==> config.mk <==
export PLATFORM = sky130hd
export DESIGN_NAME = software_timer_task_dispatcher
export DESIGN_NICKNAME = d
export VERILOG_FILES = /design/src/sttd_pkg.sv /design/src/sttd_ram.sv /design/src/sttd_seq.sv /design/src/software_timer_task_dispatcher.sv
export SDC_FILE = /design/constraint.sdc
export NUM_CORES = 1
export LEC_CHECK = 0
export BUFFER_PORTS_ARGS = -buffer_cell sky130_fd_sc_hd__buf_2
export CORE_UTILIZATION = 35
export CTS_CLUSTER_DIAMETER = 40
export DETAILED_ROUTE_END_ITERATION = 10
export PLACE_DENSITY = 0.55
export SYNTH_ARGS = -nofsm -noshare
export SYNTH_HDL_FRONTEND = slang
export SYNTH_HIERARCHICAL = 1
export SYNTH_SLANG_ARGS = --single-unit
==> constraint.sdc <==
create_clock -name clk_i -period 7.02 [get_ports clk_i]
set_input_delay 0.351 -clock clk_i [delete_from_list [all_inputs] [get_ports clk_i]]
set_output_delay 0.351 -clock clk_i [all_outputs]
set_load 0.02 [all_outputs]
==> src/sttd_pkg.sv <==
// ----------------------------------------------------------------------------
// sttd_pkg
// Shared types and constants of the timed task dispatcher: field widths,
// request and status codes, sequencer states and the slot and result records.
// ----------------------------------------------------------------------------
package sttd_pkg;

  // default sizes
  localparam int unsigned TASK_SLOTS_DEF  = 8;
  localparam int unsigned QUEUE_DEPTH_DEF = 16;

  // fixed field widths
  localparam int unsigned MODE_W   = 2;
  localparam int unsigned ID_W     = 8;
  localparam int unsigned DELAY_W  = 16;
  localparam int unsigned STATUS_W = 2;
  localparam int unsigned QLEN_W   = 5;
  localparam int unsigned SLOTO_W  = 3;
  localparam int unsigned FAIL_W   = 8;

  // request codes
  typedef enum logic [MODE_W-1:0] {
    MODE_SET    = 2'd0,
    MODE_DELETE = 2'd1,
    MODE_TICK   = 2'd2,
    MODE_FETCH  = 2'd3
  } mode_e;

  // result status codes
  typedef enum logic [STATUS_W-1:0] {
    STATUS_OK           = 2'd0,
    STATUS_TABLE_FULL   = 2'd1,
    STATUS_QUEUE_EMPTY  = 2'd2,
    STATUS_TICK_STALLED = 2'd3
  } status_e;

  // sequencer states
  typedef enum logic [2:0] {
    ST_IDLE,
    ST_SLOT_SCAN,
    ST_FIFO_SCAN,
    ST_FETCH,
    ST_POP,
    ST_DONE
  } state_e;

  // one timer table entry
  typedef struct packed {
    logic [ID_W-1:0]    id;
    logic [DELAY_W-1:0] delay;
    logic [DELAY_W-1:0] period;
  } slot_t;

  // one result item
  typedef struct packed {
    status_e             status;
    logic [ID_W-1:0]     ready_task;
    logic [QLEN_W-1:0]   queue_length;
    logic [QLEN_W-1:0]   peak_queue_length;
    logic [SLOTO_W-1:0]  highest_slot;
    logic [FAIL_W-1:0]   set_failures;
  } result_t;

endpackage

==> src/sttd_ram.sv <==
// ----------------------------------------------------------------------------
// sttd_ram
// Generic simple dual-port RAM: one write port, one read port, registered
// read data.
// ----------------------------------------------------------------------------
module sttd_ram #(
  parameter int unsigned WIDTH = 8,
  parameter int unsigned DEPTH = 16,
  localparam int unsigned AW = (DEPTH > 1) ? $clog2(DEPTH) : 1
) (
  input  logic             clk_i,
  input  logic             we_i,
  input  logic [AW-1:0]    waddr_i,
  input  logic [WIDTH-1:0] wdata_i,
  input  logic [AW-1:0]    raddr_i,
  output logic [WIDTH-1:0] rdata_o
);

  logic [WIDTH-1:0] mem_q [DEPTH];
  logic [WIDTH-1:0] rdata_q;

  // write port and registered read
  always_ff @(posedge clk_i) begin
    if (we_i) begin
      mem_q[waddr_i] <= wdata_i;
    end
    rdata_q <= mem_q[raddr_i];
  end

  assign rdata_o = rdata_q;

endmodule

==> src/sttd_seq.sv <==
// ----------------------------------------------------------------------------
// sttd_seq
// Request sequencer: walks the timer table RAM and the ready queue RAM with
// read-modify-write passes, and keeps the queue pointers and statistics.
// ----------------------------------------------------------------------------
module sttd_seq #(
  parameter int unsigned TASK_SLOTS  = sttd_pkg::TASK_SLOTS_DEF,
  parameter int unsigned QUEUE_DEPTH = sttd_pkg::QUEUE_DEPTH_DEF
) (
  input  logic                         clk_i,
  input  logic                         rst_ni,
  input  logic                         in_valid_i,
  output logic                         in_stall_o,
  input  logic [sttd_pkg::MODE_W-1:0]  mode_i,
  input  logic [sttd_pkg::ID_W-1:0]    task_id_i,
  input  logic [sttd_pkg::DELAY_W-1:0] start_delay_i,
  input  logic [sttd_pkg::DELAY_W-1:0] repeat_period_i,
  output logic                         res_valid_o,
  input  logic                         res_ready_i,
  output sttd_pkg::result_t            res_o
);

  localparam int unsigned SW = (TASK_SLOTS > 1) ? $clog2(TASK_SLOTS) : 1;
  localparam int unsigned KW = $clog2(TASK_SLOTS + 1);
  localparam int unsigned QW = (QUEUE_DEPTH > 1) ? $clog2(QUEUE_DEPTH) : 1;
  localparam int unsigned CW = $clog2(QUEUE_DEPTH + 1);
  localparam int unsigned PW = ((QW > CW) ? QW : CW) + 1;
  localparam int unsigned SLOT_W = $bits(sttd_pkg::slot_t);
  localparam int unsigned ID_W = sttd_pkg::ID_W;

  // queue index plus offset, wrapped once around the ring
  function automatic logic [QW-1:0] qwrap(input logic [QW-1:0] base,
                                          input logic [CW-1:0] off);
    logic [PW-1:0] sum;
    sum = PW'(base) + PW'(off);
    if (sum >= PW'(QUEUE_DEPTH)) begin
      sum = sum - PW'(QUEUE_DEPTH);
    end
    return sum[QW-1:0];
  endfunction

  sttd_pkg::state_e state_q, state_d;
  sttd_pkg::mode_e  mode_q, mode_d;
  logic [ID_W-1:0]                  id_q, id_d;
  logic [sttd_pkg::DELAY_W-1:0]     dly_q, dly_d, per_q, per_d;
  logic [TASK_SLOTS-1:0]            valid_q, valid_d;
  logic [QW-1:0]                    head_q, head_d;
  logic [CW-1:0]                    count_q, count_d, fpeak_q, fpeak_d;
  logic [SW-1:0]                    speak_q, speak_d;
  logic [sttd_pkg::FAIL_W-1:0]      fail_q, fail_d;
  logic [KW-1:0]                    k_q, k_d;
  logic [CW-1:0]                    j_q, j_d;
  logic [QW-1:0]                    faddr_q, faddr_d;
  logic                             found_q, found_d;
  logic [SW-1:0]                    pick_q, pick_d;
  sttd_pkg::status_e                res_status_q, res_status_d;
  logic [ID_W-1:0]                  res_task_q, res_task_d;

  // RAM ports
  logic              slot_we;
  logic [SW-1:0]     slot_waddr, slot_raddr;
  sttd_pkg::slot_t   slot_wdata, slot_rdata;
  logic              fifo_we;
  logic [QW-1:0]     fifo_waddr, fifo_raddr;
  logic [ID_W-1:0]   fifo_wdata, fifo_rdata;

  // scan predicates
  logic [KW-1:0]     k_m1;
  logic [SW-1:0]     e_idx;
  sttd_pkg::slot_t   cur;
  logic              ev, last, hit, empty_now, busy, due, q_full, stall, fdone;

  // timer table and ready queue storage
  sttd_ram #(.WIDTH(SLOT_W), .DEPTH(TASK_SLOTS)) u_slot_ram (
    .clk_i   (clk_i),
    .we_i    (slot_we),
    .waddr_i (slot_waddr),
    .wdata_i (slot_wdata),
    .raddr_i (slot_raddr),
    .rdata_o (slot_rdata)
  );

  sttd_ram #(.WIDTH(ID_W), .DEPTH(QUEUE_DEPTH)) u_fifo_ram (
    .clk_i   (clk_i),
    .we_i    (fifo_we),
    .waddr_i (fifo_waddr),
    .wdata_i (fifo_wdata),
    .raddr_i (fifo_raddr),
    .rdata_o (fifo_rdata)
  );

  // slot under evaluation is the one read in the previous cycle
  always_comb begin
    k_m1      = k_q - KW'(1);
    e_idx     = k_m1[SW-1:0];
    cur       = valid_q[e_idx] ? slot_rdata : '0;
    ev        = (state_q == sttd_pkg::ST_SLOT_SCAN) && (k_q != '0);
    last      = (k_q == KW'(TASK_SLOTS));
    hit       = (cur.id == id_q);
    empty_now = (cur.id == '0) && !found_q;
    busy      = (cur.id != '0);
    due       = busy && (cur.delay == '0);
    q_full    = (count_q == CW'(QUEUE_DEPTH));
    stall     = due && q_full;
    fdone     = (j_q == count_q);
  end

  // next state
  always_comb begin
    state_d = state_q;
    case (state_q)
      sttd_pkg::ST_IDLE: begin
        if (in_valid_i) begin
          if (sttd_pkg::mode_e'(mode_i) == sttd_pkg::MODE_FETCH) begin
            state_d = (count_q == '0) ? sttd_pkg::ST_DONE : sttd_pkg::ST_FETCH;
          end else begin
            state_d = sttd_pkg::ST_SLOT_SCAN;
          end
        end
      end
      sttd_pkg::ST_SLOT_SCAN: begin
        if (ev) begin
          case (mode_q)
            sttd_pkg::MODE_SET: begin
              if (hit || last) state_d = sttd_pkg::ST_DONE;
            end
            sttd_pkg::MODE_DELETE: begin
              if (hit || last) state_d = sttd_pkg::ST_FIFO_SCAN;
            end
            sttd_pkg::MODE_TICK: begin
              if (stall || last) state_d = sttd_pkg::ST_DONE;
            end
            default: state_d = sttd_pkg::ST_DONE;
          endcase
        end
      end
      sttd_pkg::ST_FIFO_SCAN: begin
        if (fdone) state_d = sttd_pkg::ST_DONE;
      end
      sttd_pkg::ST_FETCH: state_d = sttd_pkg::ST_POP;
      sttd_pkg::ST_POP:   state_d = sttd_pkg::ST_DONE;
      sttd_pkg::ST_DONE: begin
        if (res_ready_i) state_d = sttd_pkg::ST_IDLE;
      end
      default: state_d = sttd_pkg::ST_IDLE;
    endcase
  end

  // datapath and memory controls
  always_comb begin
    mode_d       = mode_q;
    id_d         = id_q;
    dly_d        = dly_q;
    per_d        = per_q;
    valid_d      = valid_q;
    head_d       = head_q;
    count_d      = count_q;
    fpeak_d      = fpeak_q;
    speak_d      = speak_q;
    fail_d       = fail_q;
    k_d          = k_q;
    j_d          = j_q;
    faddr_d      = faddr_q;
    found_d      = found_q;
    pick_d       = pick_q;
    res_status_d = res_status_q;
    res_task_d   = res_task_q;

    slot_we    = 1'b0;
    slot_waddr = e_idx;
    slot_wdata = '{id: id_q, delay: dly_q, period: per_q};
    slot_raddr = k_q[SW-1:0];
    fifo_we    = 1'b0;
    fifo_waddr = faddr_q;
    fifo_wdata = '0;
    fifo_raddr = (state_q == sttd_pkg::ST_FETCH) ? head_q : qwrap(head_q, j_q);

    case (state_q)
      // capture the request
      sttd_pkg::ST_IDLE: begin
        if (in_valid_i) begin
          mode_d       = sttd_pkg::mode_e'(mode_i);
          id_d         = task_id_i;
          dly_d        = start_delay_i;
          per_d        = repeat_period_i;
          k_d          = '0;
          j_d          = '0;
          found_d      = 1'b0;
          res_task_d   = '0;
          res_status_d = sttd_pkg::STATUS_OK;
          if ((sttd_pkg::mode_e'(mode_i) == sttd_pkg::MODE_FETCH) && (count_q == '0)) begin
            res_status_d = sttd_pkg::STATUS_QUEUE_EMPTY;
          end
        end
      end

      // table walk, one slot read and one slot evaluated per cycle
      sttd_pkg::ST_SLOT_SCAN: begin
        if (!last) k_d = k_q + KW'(1);
        if (ev) begin
          case (mode_q)
            sttd_pkg::MODE_SET: begin
              if (hit || (last && (found_q || empty_now))) begin
                slot_we    = 1'b1;
                slot_waddr = (hit || empty_now) ? e_idx : pick_q;
                valid_d[slot_waddr] = 1'b1;
                if (slot_waddr > speak_q) speak_d = slot_waddr;
              end else if (last) begin
                fail_d       = fail_q + 1'b1;
                res_status_d = sttd_pkg::STATUS_TABLE_FULL;
              end else if (empty_now) begin
                found_d = 1'b1;
                pick_d  = e_idx;
              end
            end
            sttd_pkg::MODE_DELETE: begin
              if (hit) valid_d[e_idx] = 1'b0;
            end
            sttd_pkg::MODE_TICK: begin
              if (due) begin
                if (q_full) begin
                  res_status_d = sttd_pkg::STATUS_TICK_STALLED;
                end else begin
                  fifo_we    = 1'b1;
                  fifo_waddr = qwrap(head_q, count_q);
                  fifo_wdata = cur.id;
                  count_d    = count_q + CW'(1);
                  if (count_d > fpeak_q) fpeak_d = count_d;
                  if (cur.period != '0) begin
                    slot_we    = 1'b1;
                    slot_wdata = '{id: cur.id, delay: cur.period, period: cur.period};
                  end else begin
                    valid_d[e_idx] = 1'b0;
                  end
                end
              end else if (busy) begin
                slot_we    = 1'b1;
                slot_wdata = '{id: cur.id, delay: cur.delay - 1'b1, period: cur.period};
              end
            end
            default: ;
          endcase
        end
      end

      // cancel queued copies of the deleted id
      sttd_pkg::ST_FIFO_SCAN: begin
        if (!fdone) begin
          j_d     = j_q + CW'(1);
          faddr_d = fifo_raddr;
        end
        if ((j_q != '0) && (fifo_rdata == id_q)) begin
          fifo_we    = 1'b1;
          fifo_waddr = faddr_q;
          fifo_wdata = '0;
        end
      end

      // pop the queue head
      sttd_pkg::ST_POP: begin
        res_task_d = fifo_rdata;
        head_d     = qwrap(head_q, CW'(1));
        count_d    = count_q - CW'(1);
      end

      default: ;
    endcase
  end

  // control state
  always_ff @(posedge clk_i or negedge rst_ni) begin
    if (!rst_ni) begin
      state_q <= sttd_pkg::ST_IDLE;
      valid_q <= '0;
      head_q  <= '0;
      count_q <= '0;
      fpeak_q <= '0;
      speak_q <= '0;
      fail_q  <= '0;
      k_q     <= '0;
      j_q     <= '0;
      found_q <= 1'b0;
    end else begin
      state_q <= state_d;
      valid_q <= valid_d;
      head_q  <= head_d;
      count_q <= count_d;
      fpeak_q <= fpeak_d;
      speak_q <= speak_d;
      fail_q  <= fail_d;
      k_q     <= k_d;
      j_q     <= j_d;
      found_q <= found_d;
    end
  end

  // request and result payload
  always_ff @(posedge clk_i) begin
    mode_q       <= mode_d;
    id_q         <= id_d;
    dly_q        <= dly_d;
    per_q        <= per_d;
    faddr_q      <= faddr_d;
    pick_q       <= pick_d;
    res_status_q <= res_status_d;
    res_task_q   <= res_task_d;
  end

  // result record, statistics cut to their field widths
  logic [CW+sttd_pkg::QLEN_W-1:0]  qlen_ext, qpeak_ext;
  logic [SW+sttd_pkg::SLOTO_W-1:0] speak_ext;

  always_comb begin
    qlen_ext                = {{sttd_pkg::QLEN_W{1'b0}}, count_q};
    qpeak_ext               = {{sttd_pkg::QLEN_W{1'b0}}, fpeak_q};
    speak_ext               = {{sttd_pkg::SLOTO_W{1'b0}}, speak_q};
    res_o.status            = res_status_q;
    res_o.ready_task        = res_task_q;
    res_o.queue_length      = qlen_ext[sttd_pkg::QLEN_W-1:0];
    res_o.peak_queue_length = qpeak_ext[sttd_pkg::QLEN_W-1:0];
    res_o.highest_slot      = speak_ext[sttd_pkg::SLOTO_W-1:0];
    res_o.set_failures      = fail_q;
  end

  assign res_valid_o = (state_q == sttd_pkg::ST_DONE);
  assign in_stall_o  = (state_q != sttd_pkg::ST_IDLE);

endmodule

==> src/software_timer_task_dispatcher.sv <==
// ----------------------------------------------------------------------------
// software_timer_task_dispatcher
// Timed task table with a ready queue, behind an output register.
// ----------------------------------------------------------------------------
// One item is processed at a time. A set or tick walks the timer table RAM,
// one slot per cycle; a set stops early when it finds its id, a tick when it
// stalls on a full queue. A delete walks the table until it finds the id and
// then the queued entries, one per cycle. A fetch reads the queue head and
// pops it; on an empty queue it goes straight to its result. The walks take
// one entry at a time because each RAM has a single read port. After reset
// every slot is empty at once; no clearing pass is needed. The result sits in
// an output register so that a finished item does not hold up the next
// request while that register is empty or being drained.
module software_timer_task_dispatcher #(
  parameter int unsigned TASK_SLOTS  = sttd_pkg::TASK_SLOTS_DEF,
  parameter int unsigned QUEUE_DEPTH = sttd_pkg::QUEUE_DEPTH_DEF
) (
  input  logic                          clk_i,
  input  logic                          rst_ni,
  input  logic                          in_valid_i,
  output logic                          in_stall_o,
  input  logic [sttd_pkg::MODE_W-1:0]   mode_i,
  input  logic [sttd_pkg::ID_W-1:0]     task_id_i,
  input  logic [sttd_pkg::DELAY_W-1:0]  start_delay_i,
  input  logic [sttd_pkg::DELAY_W-1:0]  repeat_period_i,
  output logic                          out_valid_o,
  input  logic                          out_stall_i,
  output logic [sttd_pkg::STATUS_W-1:0] status_o,
  output logic [sttd_pkg::ID_W-1:0]     ready_task_o,
  output logic [sttd_pkg::QLEN_W-1:0]   queue_length_o,
  output logic [sttd_pkg::QLEN_W-1:0]   peak_queue_length_o,
  output logic [sttd_pkg::SLOTO_W-1:0]  highest_slot_o,
  output logic [sttd_pkg::FAIL_W-1:0]   set_failures_o
);

  logic              res_valid, res_ready;
  sttd_pkg::result_t res;
  sttd_pkg::result_t out_q;
  logic              out_valid_q, out_valid_d;

  sttd_seq #(
    .TASK_SLOTS  (TASK_SLOTS),
    .QUEUE_DEPTH (QUEUE_DEPTH)
  ) u_seq (
    .clk_i           (clk_i),
    .rst_ni          (rst_ni),
    .in_valid_i      (in_valid_i),
    .in_stall_o      (in_stall_o),
    .mode_i          (mode_i),
    .task_id_i       (task_id_i),
    .start_delay_i   (start_delay_i),
    .repeat_period_i (repeat_period_i),
    .res_valid_o     (res_valid),
    .res_ready_i     (res_ready),
    .res_o           (res)
  );

  // output register takes a new item when empty or being drained
  assign res_ready = !out_valid_q || !out_stall_i;

  always_comb begin
    out_valid_d = out_valid_q;
    if (res_ready) out_valid_d = res_valid;
  end

  always_ff @(posedge clk_i or negedge rst_ni) begin
    if (!rst_ni) begin
      out_valid_q <= 1'b0;
    end else begin
      out_valid_q <= out_valid_d;
    end
  end

  always_ff @(posedge clk_i) begin
    if (res_ready && res_valid) begin
      out_q <= res;
    end
  end

  // result fields
  assign out_valid_o         = out_valid_q;
  assign status_o            = out_q.status;
  assign ready_task_o        = out_q.ready_task;
  assign queue_length_o      = out_q.queue_length;
  assign peak_queue_length_o = out_q.peak_queue_length;
  assign highest_slot_o      = out_q.highest_slot;
  assign set_failures_o      = out_q.set_failures;

endmodule

Word level (Yosys, flattened, before mapping)
Memories as Yosys holds them, arrays and structs flattened. A register that Yosys moved wholly into a read port is not among the register bits.
Cells that the tools add are included.
Word-level totals
  register bits after elaboration: 137
  memory bits (writable): 448
  output and inout bits: 33
  memories: 2
Cells by class
  $add $sub $neg: 13
  order comparisons: 9
  eq/ne operators: 38
  muxes and demuxes: 97
  bitwise gates (word level): 7
  reduce and logical (&&, ||, !) cells: 48
Memory list
  u_seq.u_slot_ram.mem_q: words 8, bits a word 40, rd ports 1, clocked after Yosys merged registers in 1, wr ports 1, RTL line sttd_ram.sv:19  | logic [WIDTH-1:0] mem_q [DEPTH];
  u_seq.u_fifo_ram.mem_q: words 16, bits a word 8, rd ports 1, clocked after Yosys merged registers in 1, wr ports 1, RTL line sttd_ram.sv:19
Operators with widths (number)
  two-way mux 40 bit: 8
  two-way mux 8 bit: 11
  two-way mux 4 bit: 11
  two-way mux 3 bit: 14
  two-way mux 5 bit: 6
  two-way mux 1 bit: 25
  case mux 8 bit (3 select lines): 1
  case mux 5 bit (2 select lines): 2
  != test 2 bit, second input constant: 9
  case mux 3 bit (6 select lines): 1
  == test 8 bit: 2
  logical NOT 16 bit: 1
  != test 2 x 1 -> 1 bit, second input constant: 8
  case mux 8 bit (2 select lines): 1
  AND reduction 8 bit: 2
  nonzero test 16 bit: 1
  subtractor 16 x 1 -> 16 bit, second input constant: 1
  != test 3 bit, second input constant: 5
  AND reduction 5 bit: 3
  two-way mux 2 bit: 7
  AND reduction 7 bit: 2
  adder 4 x 5 -> 6 bit: 2
  greater-or-equal comparator 6 x 5 -> 1 bit, second input constant: 2
  AND reduction 6 bit: 2
  45 further kinds: 85

Logic depth before layout (Yosys ltp)
Gate-level depths: netlist (run 1).
  depth in word-level cells: 15
  depth in mapped cells: 17
  mapped depth without buffers: 15

Hierarchy
The synthesis (run 1) kept the hierarchy.
By module, submodules not included
  sttd_ram (u_seq.u_slot_ram): times used 1, cells an instance 515, area an instance 13171.4 um^2, seq. area each 10410.0 um^2
  sttd_seq: times used 1, cells an instance 662, area an instance 6688.9 um^2, seq. area each 2922.8 um^2
  sttd_ram (u_seq.u_fifo_ram): times used 1, cells an instance 229, area an instance 5147.4 um^2, seq. area each 4003.8 um^2
  software_timer_task_dispatcher: times used 1, cells an instance 35, area an instance 978.4 um^2, seq. area each 955.9 um^2

Worst setup path before layout (run 1)
Ideal clock, no wire load.
  path type: flip-flop to flip-flop
  from: register u_seq.k_q[0]
  to: memory u_seq/u_slot_ram/mem_q[0][0] in the netlist's numbering (enable)
  library setup time: 0.487 ns
  arrival time: 6.103 ns
  required time: 6.533 ns
  setup slack: 0.430 ns
  cell stages (with the launch flop): 18
  buffers on the path: 4
  cell sequence: dfrtp_1 > inv_1 > ha_1 > xnor2_2 > inv_2 > mux4_2 > clkbuf_1 > clkbuf_1 > nand2_1 > ha_1 > o21ai_1 > o31ai_1 > or2_1 > buf_2 > buf_2 > nand2_1 > nand2b_1 > nor3_1
On the way
  word-level cells in the longest chain between the ends: 15
  elaborated cells between the ends (all ways): 33
RTL lines
  start: declaration: RTL line sttd_seq.sv:51  | logic [KW-1:0] k_q, k_d;
  start signal: assignment: RTL line sttd_seq.sv:291  | k_q <= k_d;
  subtractor 3 x 1 -> 3 bit (*): RTL line sttd_seq.sv:94  | k_m1 = k_q - KW'(1);
  net u_seq.k_m1[0]: RTL line sttd_seq.sv:68  | logic [KW-1:0] k_m1;
  binary-select mux 1 bit (select 3 bit) (*): RTL line sttd_seq.sv:96  | cur = valid_q[e_idx] ? slot_rdata : '0;
  two-way mux 1 bit (not written as such) (*): RTL line sttd_seq.sv:96
  two-way mux 40 bit (*): RTL line sttd_seq.sv:96
  logical NOT 8 bit: RTL line sttd_seq.sv:100  | empty_now = (cur.id == '0) && !found_q;
  logical AND 1 bit: RTL line sttd_seq.sv:100
  logical OR 1 bit: RTL line sttd_seq.sv:203  | if (hit || (last && (found_q || empty_now))) begin
  logical AND 1 bit: RTL line sttd_seq.sv:203
  logical OR 1 bit: RTL line sttd_seq.sv:203
  two-way mux 1 bit: RTL line sttd_seq.sv:203
  case mux 1 bit (2 select lines) (*): RTL line sttd_seq.sv:201  | case (mode_q)
  two-way mux 1 bit (*): RTL line sttd_seq.sv:200  | if (ev) begin
  two-way mux 1 bit (*): RTL line sttd_seq.sv:178  | case (state_q)
  net u_seq.slot_we: RTL line sttd_seq.sv:60  | logic slot_we;
  two-way mux 1 bit (*): RTL line sttd_ram.sv:24  | if (we_i) begin
  two-way mux 1 bit (not written as such) (*): RTL line sttd_ram.sv:25  | mem_q[waddr_i] <= wdata_i;
  end: declaration: RTL line sttd_ram.sv:19
The timed path passes the listed nets; every way through them passes the cells marked *. The select of a mux whose other input is x is not followed.

Worst setup path in the final report (run 1)
  from: register u_seq.k_q[0]
  to: memory u_seq.u_fifo_ram.mem_q[96][1] (netlist: u_seq/u_fifo_ram/mem_q[12][1]) (enable)
On the way
  elaborated cells between the ends (all ways): 19
RTL lines
  subtractor 3 x 1 -> 3 bit (*): RTL line sttd_seq.sv:94
  net u_seq.k_m1[0]: RTL line sttd_seq.sv:68
  binary-select mux 1 bit (select 3 bit) (*): RTL line sttd_seq.sv:96
  two-way mux 1 bit (not written as such) (*): RTL line sttd_seq.sv:96
  two-way mux 40 bit (*): RTL line sttd_seq.sv:96
  logical NOT 16 bit / nonzero test 8 bit (equally long branches): RTL line sttd_seq.sv:102, sttd_seq.sv:101
  logical AND 1 bit (*): RTL line sttd_seq.sv:102  | due = busy && (cur.delay == '0);
  two-way mux 4 bit (*): RTL line sttd_seq.sv:220  | if (due) begin
  two-way mux 4 bit (*): RTL line sttd_seq.sv:201
  two-way mux 4 bit (*): RTL line sttd_seq.sv:200
  two-way mux 4 bit (*)
  net u_seq.fifo_waddr[2]: RTL line sttd_seq.sv:64  | logic [QW-1:0] fifo_waddr, fifo_raddr;
  end: declaration: RTL line sttd_ram.sv:19
Marked as above.

==> metrics.txt, run 1 <==
status=finished, violations left; failing checks=design-rule violations; CP max stage cell=nor3_1; most used cell, CP=ha_1; syn avg cell area=18.0 µm²; Layout Skew=0.0273 ns; detailed-route wire length=57.3 mm; CP Launch Type=flop; Clk pin slew, worst setup/hold paths=0.05 ns; clock sink count=633; DR iter-0 viols=1019; Initial Util=35.5%; Setup Viol. Count Final=0; P_int=9220 µW; DRT antenna net count=0; Ant. Diodes=0; Yosys top cell area share=62.2%; core area=0.0732 mm²; Syn Inst Count=1441; die span in y=274 µm; worst hold path class=in2reg; final core utilization=42.5%; Worst Setup End Kind=flop; setup repair after global routing missed its margin=no; std cell rows=99; critical path class=reg2reg; gpl congestion=0.833; Slew @ Worst Pin=1.30 ns; fmax=177 MHz; Mapped Area=0.0260 mm²; Max Root-Sink Buffers=3; GRT Util Overall=15.3%; layout cells sized above 1=22.3%; CP max FO=25; final hold vios=0; CP max stage delay=1.03 ns; Routed wire per std cell=21.6 µm; number of flops mapped to enable cells by yosys=538; Post-CTS Setup Inserts=0; sequential fraction of the synthesis area=70.4%; DRT Pass-1 Iters=8; Post-layout nets=1695; Cell Area, Placed=0.0274 mm²; clk_lat worst skew=0.64 ns; Final Critical Period=5.64 ns; Die Area=0.0753 mm²; syn nets=1516; P_leak=0.0106 µW; H-tree depth=3; Area Overhead vs Synth=19.7%; Main synth FF type=edfxtp_1; setup tns final=0 ns; most frequent cells in the layout=edfxtp_1, mux4_1, clkbuf_16, nand2_1, buf_2; worst-path cell chain=inv_1 -> ha_1 -> mux2_1 -> mux4_2 -> nand2_1 -> ha_1 -> o21a_1 -> nand4_1 -> o21ai_0 -> nand3_1 -> nor3_1; clock power share=34.1%; grt ovf=0; initial antenna violation count=0; pin count of the biggest net entering global routing=65; Flop pwr share=37.6%; Clock Root Buffer=clkbuf_16; total of max-cap violations=0; Sw Share=32.9%; CTS Buf Count=93; Worst Path Arrival=5.89 ns; post-route clock period utilization=80.4%; #FFs+latches synth=633; commonest non-fill, non-tap cell in the layout=edfxtp_1; Syn. warnings=6; Via-to-Cell Ratio=5.14; Vias=13.7k; Comb power frac=28.3%; I/O Buffers=78; Post-synth ARST share=7.42%; Ports=79; Sw Pwr=4520 µW; Residual DRC=12; Required @ worst endpoint=7.26 ns; Die Wd=274 µm; CTS tree=done; slew margin rel.=12.6%; number of distinct library cells after synthesis=82; Power Density=441 mW/mm²; top cell type by total area after synthesis=edfxtp_1; post-cts resize count=0; number of global-route vias before repair=13.9k; Max VDD drop=272 µV; first-pass GRT wire length=86.1 mm; fin. max-slew vios=0; top cells by area, synth=edfxtp_1, mux4_1, dfrtp_1; post-route cell area=0.0311 mm²; dpl hpwl=34.8 mm
## logic make-up after synthesis
family	Yosys count	share of synthesized area, %
simple gates	271	5.27
xor+xnor	56	1.92
flops	633	70.4
mux	190	14.5
fa+ha+maj	29	1.45
buf+inv	88	1.83
compound gates	174	4.66
## power groups by stage
stage          clock network [µW]  logic [µW]  registers, µW
2_1_floorplan                   0        2920           5090
3_3_place_gp                    0        3810           5240
3_5_place_dp                    0        3870           5250
4_1_cts                      4790        3910           5170
5_1_grt                      4940        4220           5220
6_report                     4680        3880           5170
## sequential cells by signal, summed over array words and instances, names as in the netlist, 4 cells and up
register                  flops
u_seq/count_q                 5
u_seq/id_q                    8
set_failures_o                8
u_seq/faddr_q                 4
u_seq/u_slot_ram/mem_q      320
peak_queue_length_o           5
u_seq/res_task_q              8
ready_task_o                  8
u_seq/u_slot_ram/rdata_o     40
u_seq/k_q                     4
u_seq/u_fifo_ram/mem_q      128
queue_length_o                5
u_seq/valid_q                 8
u_seq/fpeak_q                 5
u_seq/fail_q                  8
u_seq/j_q                     5
u_seq/per_q                  16
u_seq/head_q                  4
u_seq/u_fifo_ram/rdata_o      8
u_seq/dly_q                  16
## path summary, 6_finish.rpt
kind                                     startpoint                       endpoint  slack, ns  depth (start not counted)
worst max-delay path                   u_seq/k_q[0]  u_seq/u_fifo_ram/mem_q[12][1]       1.38                         11
worst min-delay path                     in_valid_i                  u_seq/found_q       0.12                          4
worst max register to register         u_seq/k_q[0]  u_seq/u_fifo_ram/mem_q[12][1]       1.38                         11
worst min register to register  u_seq/res_task_q[4]                ready_task_o[4]       0.42                          0
max in group asynchronous                    rst_ni                   u_seq/k_q[0]       6.15                          3
min in group asynchronous                    rst_ni                   u_seq/j_q[2]       0.38                          3
## cells in the mapped netlist (16+ instances only)
cell type / number
mux2_2: 60
xnor2_1: 36
dfrtp_1: 47
a22oi_1: 17
ha_1: 27
clkbuf_1: 31
dfxtp_1: 48
xor2_1: 19
mux4_2: 20
and2_1: 16
o21ai_0: 36
nor2_1: 64
mux4_1: 94
nand2_1: 91
edfxtp_1: 538
inv_1: 25
a21oi_1: 42
## worst max-delay path, delay by kind of cell (launching register included)
kind	cells	cell delay, ns
flops	1	0.47
fa+ha+maj	2	0.79
buf+inv	1	0.18
mux	2	1.12
compound gates	2	0.75
simple gates	4	1.91
## metrics by stage
step / cells / setup WS, ns / hold slack (ns) / power (µW)
after floorplan: 1441 / 0.430 / 0.0554 / 8010
after global placement: 2440 / 1.61 / 0.407 / 9060
after detailed placement: 2440 / 1.45 / 0.411 / 9120
after CTS: 2657 / 1.45 / 0.0798 / 13900
after global routing: 2657 / 1.05 / 0.145 / 14400
final: 2657 / 1.38 / 0.118 / 13700
## repair_timing
| item | CTS | global route |
|---|---|---|
| endpoints found under the hold margin | 90 | 0 |
| hold buffers | 44 | 0 |
| setup endpoints to repair | 0 | 0 |
## layout make-up
cell class	count	area [µm²]
inverter	27	101
clock inverter	69	840
tap	959	1200
clock buffer	104	2390
sequential	633	18300
multi-input combinational	720	7280
timing repair buffer	145	1000
fill	6398	42100
## metal layers
metal  vias up  routed length, µm  global-route usage [%]
li1       6202                  -                       -
met1      6986              25300                    20.6
met2       374              27700                    24.9
met3       108               2970                    3.08
met4         0               1410                    4.84
met5         -                  0                       0
Power figures use the tool's default switching activity.
==> run 2, diff against run 1 <==
--- a/config.mk
+++ b/config.mk
@@ -5,6 +5,7 @@
 export SDC_FILE = /design/constraint.sdc
 export NUM_CORES = 1
 export LEC_CHECK = 0
+export ABC_AREA = 1
 export BUFFER_PORTS_ARGS = -buffer_cell sky130_fd_sc_hd__buf_2
 export CORE_UTILIZATION = 35
 export CTS_CLUSTER_DIAMETER = 40
==> constraint.sdc (replaced) <==
create_clock -name clk_i -period 5.1 [get_ports clk_i]
set_input_delay 0.255 -clock clk_i [delete_from_list [all_inputs] [get_ports clk_i]]
set_output_delay 0.255 -clock clk_i [all_outputs]
set_load 0.02 [all_outputs]
==> run 2 against run 1 <==
- the flow now finishes without violations
- largest power group is now combinational logic
- die area grew 11%
- final area up 8.6%
- fmax is 14% higher
- flip-flop and latch count stayed put
- synthesized cell count grew 110%
- highest routed layer unchanged
- core utilization fell by 0.76 points
- total power up 54%
- routed wire length is 30% higher
- first-iteration DRC count is 40% higher
- clock power up 28%
- critical endpoint is now u_seq/u_fifo_ram/mem_q[9][6]
==> metrics.txt, run 2 <==
reg2reg path depth=20 (+9); largest reg by FF count=u_seq/u_slot_ram/mem_q; Yosys top cell area share=56.1% (-6.1 points); Via-to-Cell Ratio=4.68 (-9.1%); CP max stage delay=0.61 ns (-0.42 ns); fin. max-slew vios=0 (unchanged); Clock Root Buffer=clkbuf_16; number of flops mapped to enable cells by yosys=538 (unchanged); P_int=12400 µW (+35%); most frequent cells in the layout=nand2_1, edfxtp_1, inv_1, nand3_1, inv_2; Power Density=626 mW/mm² (+42%); Ports=79 (unchanged); hold_ws=0.0932 ns (-0.0248 ns); top layer used by detailed routing=met4; first-pass GRT wire length=114 mm (+32%); max reg flops=320 (unchanged); Initial Util=35.6% (+0.077 points); total of max-cap violations=0 (unchanged); setup repair after global routing missed its margin=yes; Clk pin slew, worst setup/hold paths=0.06 ns (about the same); Sw Share=41.2% (+8.3 points); layout cells sized above 1=14.7% (-7.6 points); Area Overhead vs Synth=17.4%; clk_lat worst skew=0.63 ns (about the same); Comb power frac=38.5% (+10 points); Setup Viol. Count Final=0 (unchanged); I/O Buffers=78 (unchanged); Final Critical Period=4.96 ns (-0.682 ns); Residual DRC=0 (-12); clock power share=28.4% (-5.7 points); pin count of the biggest net entering global routing=106 (+63%); Max VDD drop=370 µV (+36%); syn avg cell area=9.72 µm² (-46%); std cell rows=104 (+5.1%); gpl congestion=0.909 (+9.2%); setup slack, reg-to-reg=0.14 ns (-1.24 ns); slew margin rel.=22.4% (+9.8 points); P_leak=0.0147 µW (+39%); sequential fraction of the synthesis area=63.5% (-6.9 points); DRT antenna net count=0 (unchanged); Max Root-Sink Buffers=3 (unchanged); top cells by area, synth=edfxtp_1, nand2_1, inv_1; worst hold path class=in2reg; status=complete, no violations; Hold Crit Start=in_valid_i; grt ovf=0 (unchanged); CP max FO=21 (-16%); Slew @ Worst Pin=1.16 ns (-0.137 ns); fmax=202 MHz (+14%); metal2 WL=36.1 mm (+30%); detailed-route wire length=74.8 mm (+30%); initial antenna violation count=0 (unchanged); Required @ worst endpoint=5.35 ns (-1.91 ns); clock sink count=633 (unchanged); commonest non-fill, non-tap cell in the layout=nand2_1; number of distinct library cells after synthesis=60 (-27%); CTS Buf Count=84 (-9.7%); core area=0.0809 mm² (+11%); Die Wd=289 µm (+5.2%); WL met3=4.20 mm (+42%); top post-synthesis cells by count=nand2_1, edfxtp_1, inv_1, nand3_1, nor2_1; Vias=19.8k (+45%); #FFs+latches synth=633 (unchanged); critical path class=reg2reg; syn nets=3038 (+100%); dpl hpwl=47.0 mm (+35%); Post-layout nets=3189 (+88%); Fillers=7812 (+22%); worst-path cell chain=inv_2 -> ha_1 -> inv_2 -> nand2_1 -> nand2_1 -> nand2_1 -> nand2_2 -> buf_4 -> o41ai_1 -> nand2_1 -> inv_2 -> nor2_4 -> inv_2 -> nor2_4 -> inv_2 -> nor2_8 -> inv_2 -> o21ai_0 -> nand2_1 -> nor2_1; Sw Pwr=8720 µW (+93%); Main synth FF type=edfxtp_1; final core utilization=41.7% (-0.76 points); Die Area=0.0834 mm² (+11%); Post-synth ARST share=7.42% (unchanged); hold path endpoint=u_seq/k_q[3]; number of global-route vias before repair=19.2k (+38%); most used cell, CP=inv_2; CP top delay family=simple AND/OR/NAND/NOR gates; top cell type by total area after synthesis=edfxtp_1; Worst Setup End Kind=flop; Worst Path Arrival=5.22 ns (-0.67 ns); Routed wire per std cell=17.6 µm (-18%); reg2reg start=u_seq/k_q[0]; Flop pwr share=33.1% (-4.5 points); Layout Skew=0.0219 ns (-0.00540 ns); post-route clock period utilization=97.3% (+17 points); Ant. Diodes=0 (unchanged); CP Launch Type=flop; CTS tree=done; DRT Pass-1 Iters=6 (-2); DR iter-0 viols=1430 (+40%); wl on met1=32.6 mm (+29%); crit path buf inv count=7 (+6); final hold vios=0 (unchanged); Syn. warnings=6 (unchanged); total power draw=21200 µW (+54%); Hold Crit Depth=4 (unchanged); GRT Util Overall=18.1% (+2.7 points); Syn Inst Count=2963 (+110%); worst reg2reg endpoint=u_seq/u_fifo_ram/mem_q[9][6]; most frequent cell after synthesis=nand2_1; CP max stage cell=nor2_1; die span in y=289 µm (+5.2%); Mapped Area=0.0288 mm² (+11%); H-tree depth=3 (unchanged)
## run 2: cell types whose count changed after synthesis, sizes merged, moves of 60 or more
cell   delta
mux4    -114
inv     +521
mux2     -60
buf      +61
nand3   +294
nand2   +832
nor2     +91
## run 2: logic make-up after synthesis
logic type / Yosys count / synth area share (%)
and+or+nand+nor: 1424 / 20.7
buffers and inverters: 660 / 9.56
DFF: 633 / 63.5
AOI/OAI and AO/OA: 174 / 3.54
xor gates and xnor gates: 37 / 1.13
adders and majority gates: 29 / 1.31
muxes: 6 / 0.239
## run 2: what timing repair did
item | in CTS | in global routing
endpoints found under the hold margin | 90 | 0
hold buffers | 44 | 0
setup endpoints to repair | 0 | 340
gates resized for setup | 0 | 29
setup buffers | 0 | 6
## run 2: power by group through the flow
stage | clock network, µW | registers, µW | logic (µW)
floorplan | 0 | 6910 | 5940
global placement | 0 | 7110 | 8070
detailed placement | 0 | 7100 | 8100
CTS | 6130 | 7000 | 8150
global route | 6340 | 7050 | 9120
finish | 6010 | 7000 | 8150
## run 2: cell type report
class / count / area (µm²) / share of cell area (%)
Sequential cell: 633 / 18300 / 54.2
Multi-Input combinational cell: 1670 / 7900 / 23.4
Clock buffer: 103 / 2300 / 6.81
Inverter: 550 / 2070 / 6.12
Tap cell: 1060 / 1330 / 3.92
Timing Repair Buffer: 175 / 1290 / 3.83
Clock inverter: 54 / 604 / 1.79
## run 2: worst max path at each step
stage                 start  cells past startpoint                            end
4_1_cts        u_seq/k_q[0]                     22  u_seq/u_slot_ram/mem_q[6][19]
3_3_place_gp   u_seq/k_q[0]                     22   u_seq/u_slot_ram/mem_q[6][0]
3_5_place_dp   u_seq/k_q[0]                     20  u_seq/u_fifo_ram/mem_q[10][3]
6_report       u_seq/k_q[0]                     20   u_seq/u_fifo_ram/mem_q[9][6]
2_1_floorplan  u_seq/k_q[0]                     24   u_seq/u_slot_ram/mem_q[1][0]
5_1_grt        u_seq/k_q[0]                     20   u_seq/u_fifo_ram/mem_q[9][6]
## run 2: tightest hold or removal path: cells and delay by family
family / cells / cell delay (ns)
AO/OA/AOI/OAI: 2 / 0.15
AND/OR/NAND/NOR: 1 / 0.14
buffers and inverters: 1 / 0.13
## run 2: layer usage
layer  track usage, %  up-vias
met2             30.5      536
met1             23.4     9351
met4             5.41        0
met3             3.50      126
met5                0        -
li1                 -     9833
## run 2: metrics by stage
stage	instance area, µm²	instances	setup slack, ns	setup TNS [ns]
floorplan	28800	2963	0.133	0
global placement	30300	4038	0.204	0
detailed placement	30300	4038	0.117	0
CTS	33700	4239	0.0891	0
global route	33800	4245	-0.260	-12.42
finish	33800	4245	0.137	0
==> run 3, diff against run 2 <==
--- a/config.mk
+++ b/config.mk
@@ -7,10 +7,11 @@
 export LEC_CHECK = 0
 export ABC_AREA = 1
 export BUFFER_PORTS_ARGS = -buffer_cell sky130_fd_sc_hd__buf_2
-export CORE_UTILIZATION = 35
+export CORE_MARGIN = 10
+export CORE_UTILIZATION = 56
 export CTS_CLUSTER_DIAMETER = 40
 export DETAILED_ROUTE_END_ITERATION = 10
-export PLACE_DENSITY = 0.55
+export PLACE_DENSITY = 0.79
 export SYNTH_ARGS = -nofsm -noshare
 export SYNTH_HDL_FRONTEND = slang
 export SYNTH_HIERARCHICAL = 1
==> run 3 against run 2 <==
- setup slack improved by 0.26 ns
- register-to-register slack better by 0.26 ns
- combinational power increased by 2%
==> metrics.txt, run 3 (same netlist as run 2, synthesis figures left out) <==
clk_lat worst skew=0.64 ns (about the same); Comb power frac=38.9% (+0.4 points); I/O Buffers=78 (unchanged); total of max-cap violations=0 (unchanged); Residual DRC=0 (unchanged); Max VDD drop=479 µV (+30%); setup repair after global routing missed its margin=no; dpl hpwl=45.0 mm (-4.4%); Initial Util=56.4% (+21 points); Worst Setup End Kind=flop; Setup Slack @ Placement=0.148 ns (+0.0306 ns); DRT Pass-1 Iters=6 (unchanged); grt ovf=0 (unchanged); die span in y=247 µm (-15%); Hold Crit Start=in_valid_i; max reg flops=320 (unchanged); first-pass GRT wire length=115 mm (+0.83%); final hold vios=0 (unchanged); number of global-route vias before repair=21.0k (+9.3%); CP max FO=29 (+38%); layout cells sized above 1=14.2% (-0.57 points); gpl congestion=0.942 (+3.6%); CTS Buf Count=85 (+1.2%); initial antenna violation count=3 (+3); clock power share=28.2% (-0.2 points); fin. max-slew vios=0 (unchanged); clock sink count=633 (unchanged); Die Area=0.0609 mm² (-27%); P_leak=0.0146 µW (-0.56%); Slew @ Worst Pin=1.18 ns (+0.0175 ns); critical path class=reg2reg; Clk pin slew, worst setup/hold paths=0.05 ns (about the same); fmax=212 MHz (+5.4%); Post-CTS Setup Inserts=0 (unchanged); commonest non-fill, non-tap cell in the layout=nand2_1; Final Critical Period=4.71 ns (-0.256 ns); core area=0.0511 mm² (-37%); Power Density=641 mW/mm² (+2.4%); DRT antenna net count=0 (unchanged); worst hold path class=in2reg; Clock Root Buffer=clkbuf_16; Max Root-Sink Buffers=3 (unchanged); Layout Skew=0.0249 ns (+0.00297 ns); DR iter-0 viols=2433 (+70%); CTS tree=done; Post-layout nets=3175 (-0.44%); GRT Util Overall=24.3% (+6.2 points); Sw Pwr=8870 µW (+1.7%); Sw Share=41.7% (+0.47 points); Via-to-Cell Ratio=5.48 (+17%); setup slack, reg-to-reg=0.39 ns (+0.26 ns); Vias=21.1k (+6.4%); Die Wd=247 µm (-15%); Setup Viol. Count Final=0 (unchanged); reg2reg start=u_seq/k_q[0]; Required @ worst endpoint=5.41 ns (+0.06 ns); hold_ws=0.0616 ns (-0.0316 ns); setup tns final=0 ns (unchanged); critical path startpoint=u_seq/k_q[0]; slew margin rel.=21.2% (-1.2 points); Routed wire per std cell=19.3 µm (+9.6%); H-tree depth=3 (unchanged); most frequent cells in the layout=nand2_1, edfxtp_1, inv_1, nand3_1; post-route clock period utilization=92.3% (-5.0 points); largest reg by FF count=u_seq/u_slot_ram/mem_q; P_int=12400 µW (-0.28%); detailed-route wire length=74.4 mm (-0.47%); Ports=79 (unchanged); pin count of the biggest net entering global routing=108 (+1.9%); Flop pwr share=32.9% (-0.2 points); status=complete, no violations; std cell rows=83 (-20%); CP Launch Type=flop; Area Overhead vs Synth=15.2%; Worst Path Arrival=5.02 ns (-0.20 ns); final worst slack=0.393 ns (+0.256 ns)
## run 3: per-layer routing
metal  wire, µm  global-route usage [%]  vias up
met1      28700                    30.7     9884
met4       3070                    11.4        6
li1           -                       -     9818
met2      35200                    39.1     1191
met5         45                       0        -
met3       7360                    5.59      218
## run 3: layout make-up
type                            instances  area [µm²]
Antenna cell                            1        2.50
Clock buffer                          104        2220
Clock inverter                         56         676
Fill cell                            3767       17900
Inverter                              550        2070
Multi-Input combinational cell       1670        7890
Sequential cell                       633       18300
Tap cell                              680         851
Timing Repair Buffer                  160        1160
## run 3: through the flow
step                utilization, %  instance area (µm²)  power (µW)  instances
detailed placement            58.2                29800       15000       3649
global placement              58.2                29800       14800       3649
finish                        64.9                33200       21300       3854
CTS                           64.8                33100       21100       3853
floorplan                        -                28800       12800       2963
global route                  64.9                33200       22400       3853
## run 3: timing repair
action / 4_1_cts / 5_1_grt
setup endpoints to repair: 0 / 395
endpoints found under the hold margin: 90 / 0
gates resized for setup: 0 / 19
hold buffers: 44 / 0
## run 3: path summary, 6_finish.rpt
path | to | depth (start not counted)
max | u_seq/u_slot_ram/mem_q[2][1] | 25
min | u_seq/k_q[3] | 4
max reg2reg | u_seq/u_slot_ram/mem_q[2][1] | 25
min reg2reg | ready_task_o[6] | 0
max in group asynchronous | u_seq/k_q[0] | 2
min in group asynchronous | u_seq/count_q[2] | 2
## run 3: critical path, stage by stage, from the launching register on
cell and delay, ns:
dfrtp_4 0.52, inv_2 0.18, ha_1 0.37, inv_2 0.13
nand2_1 0.06, nand2_1 0.05, nand2_1 0.08, nand2_4 0.29
buf_4 0.28, nand2_2 0.09, nand2_1 0.07, nand2_1 0.06
inv_2 0.05, nand2_1 0.06, nor2_2 0.12, nand2_4 0.11
nand2_4 0.11, nand2_1 0.07, o21ai_2 0.15, inv_1 0.21
nand2_1 0.09, o21ai_0 0.11, inv_1 0.11, nand2_1 0.23
nor2_4 0.46, buf_12 0.29
## run 3: power groups by stage
stage          registers, µW  logic [µW]  clock network (µW)
2_1_floorplan           6910        5940                   0
3_3_place_gp            7050        7740                   0
3_5_place_dp            7040        7920                   0
4_1_cts                 6960        8060                6060
5_1_grt                 7030        9030                6290
6_report                6990        8280                6000
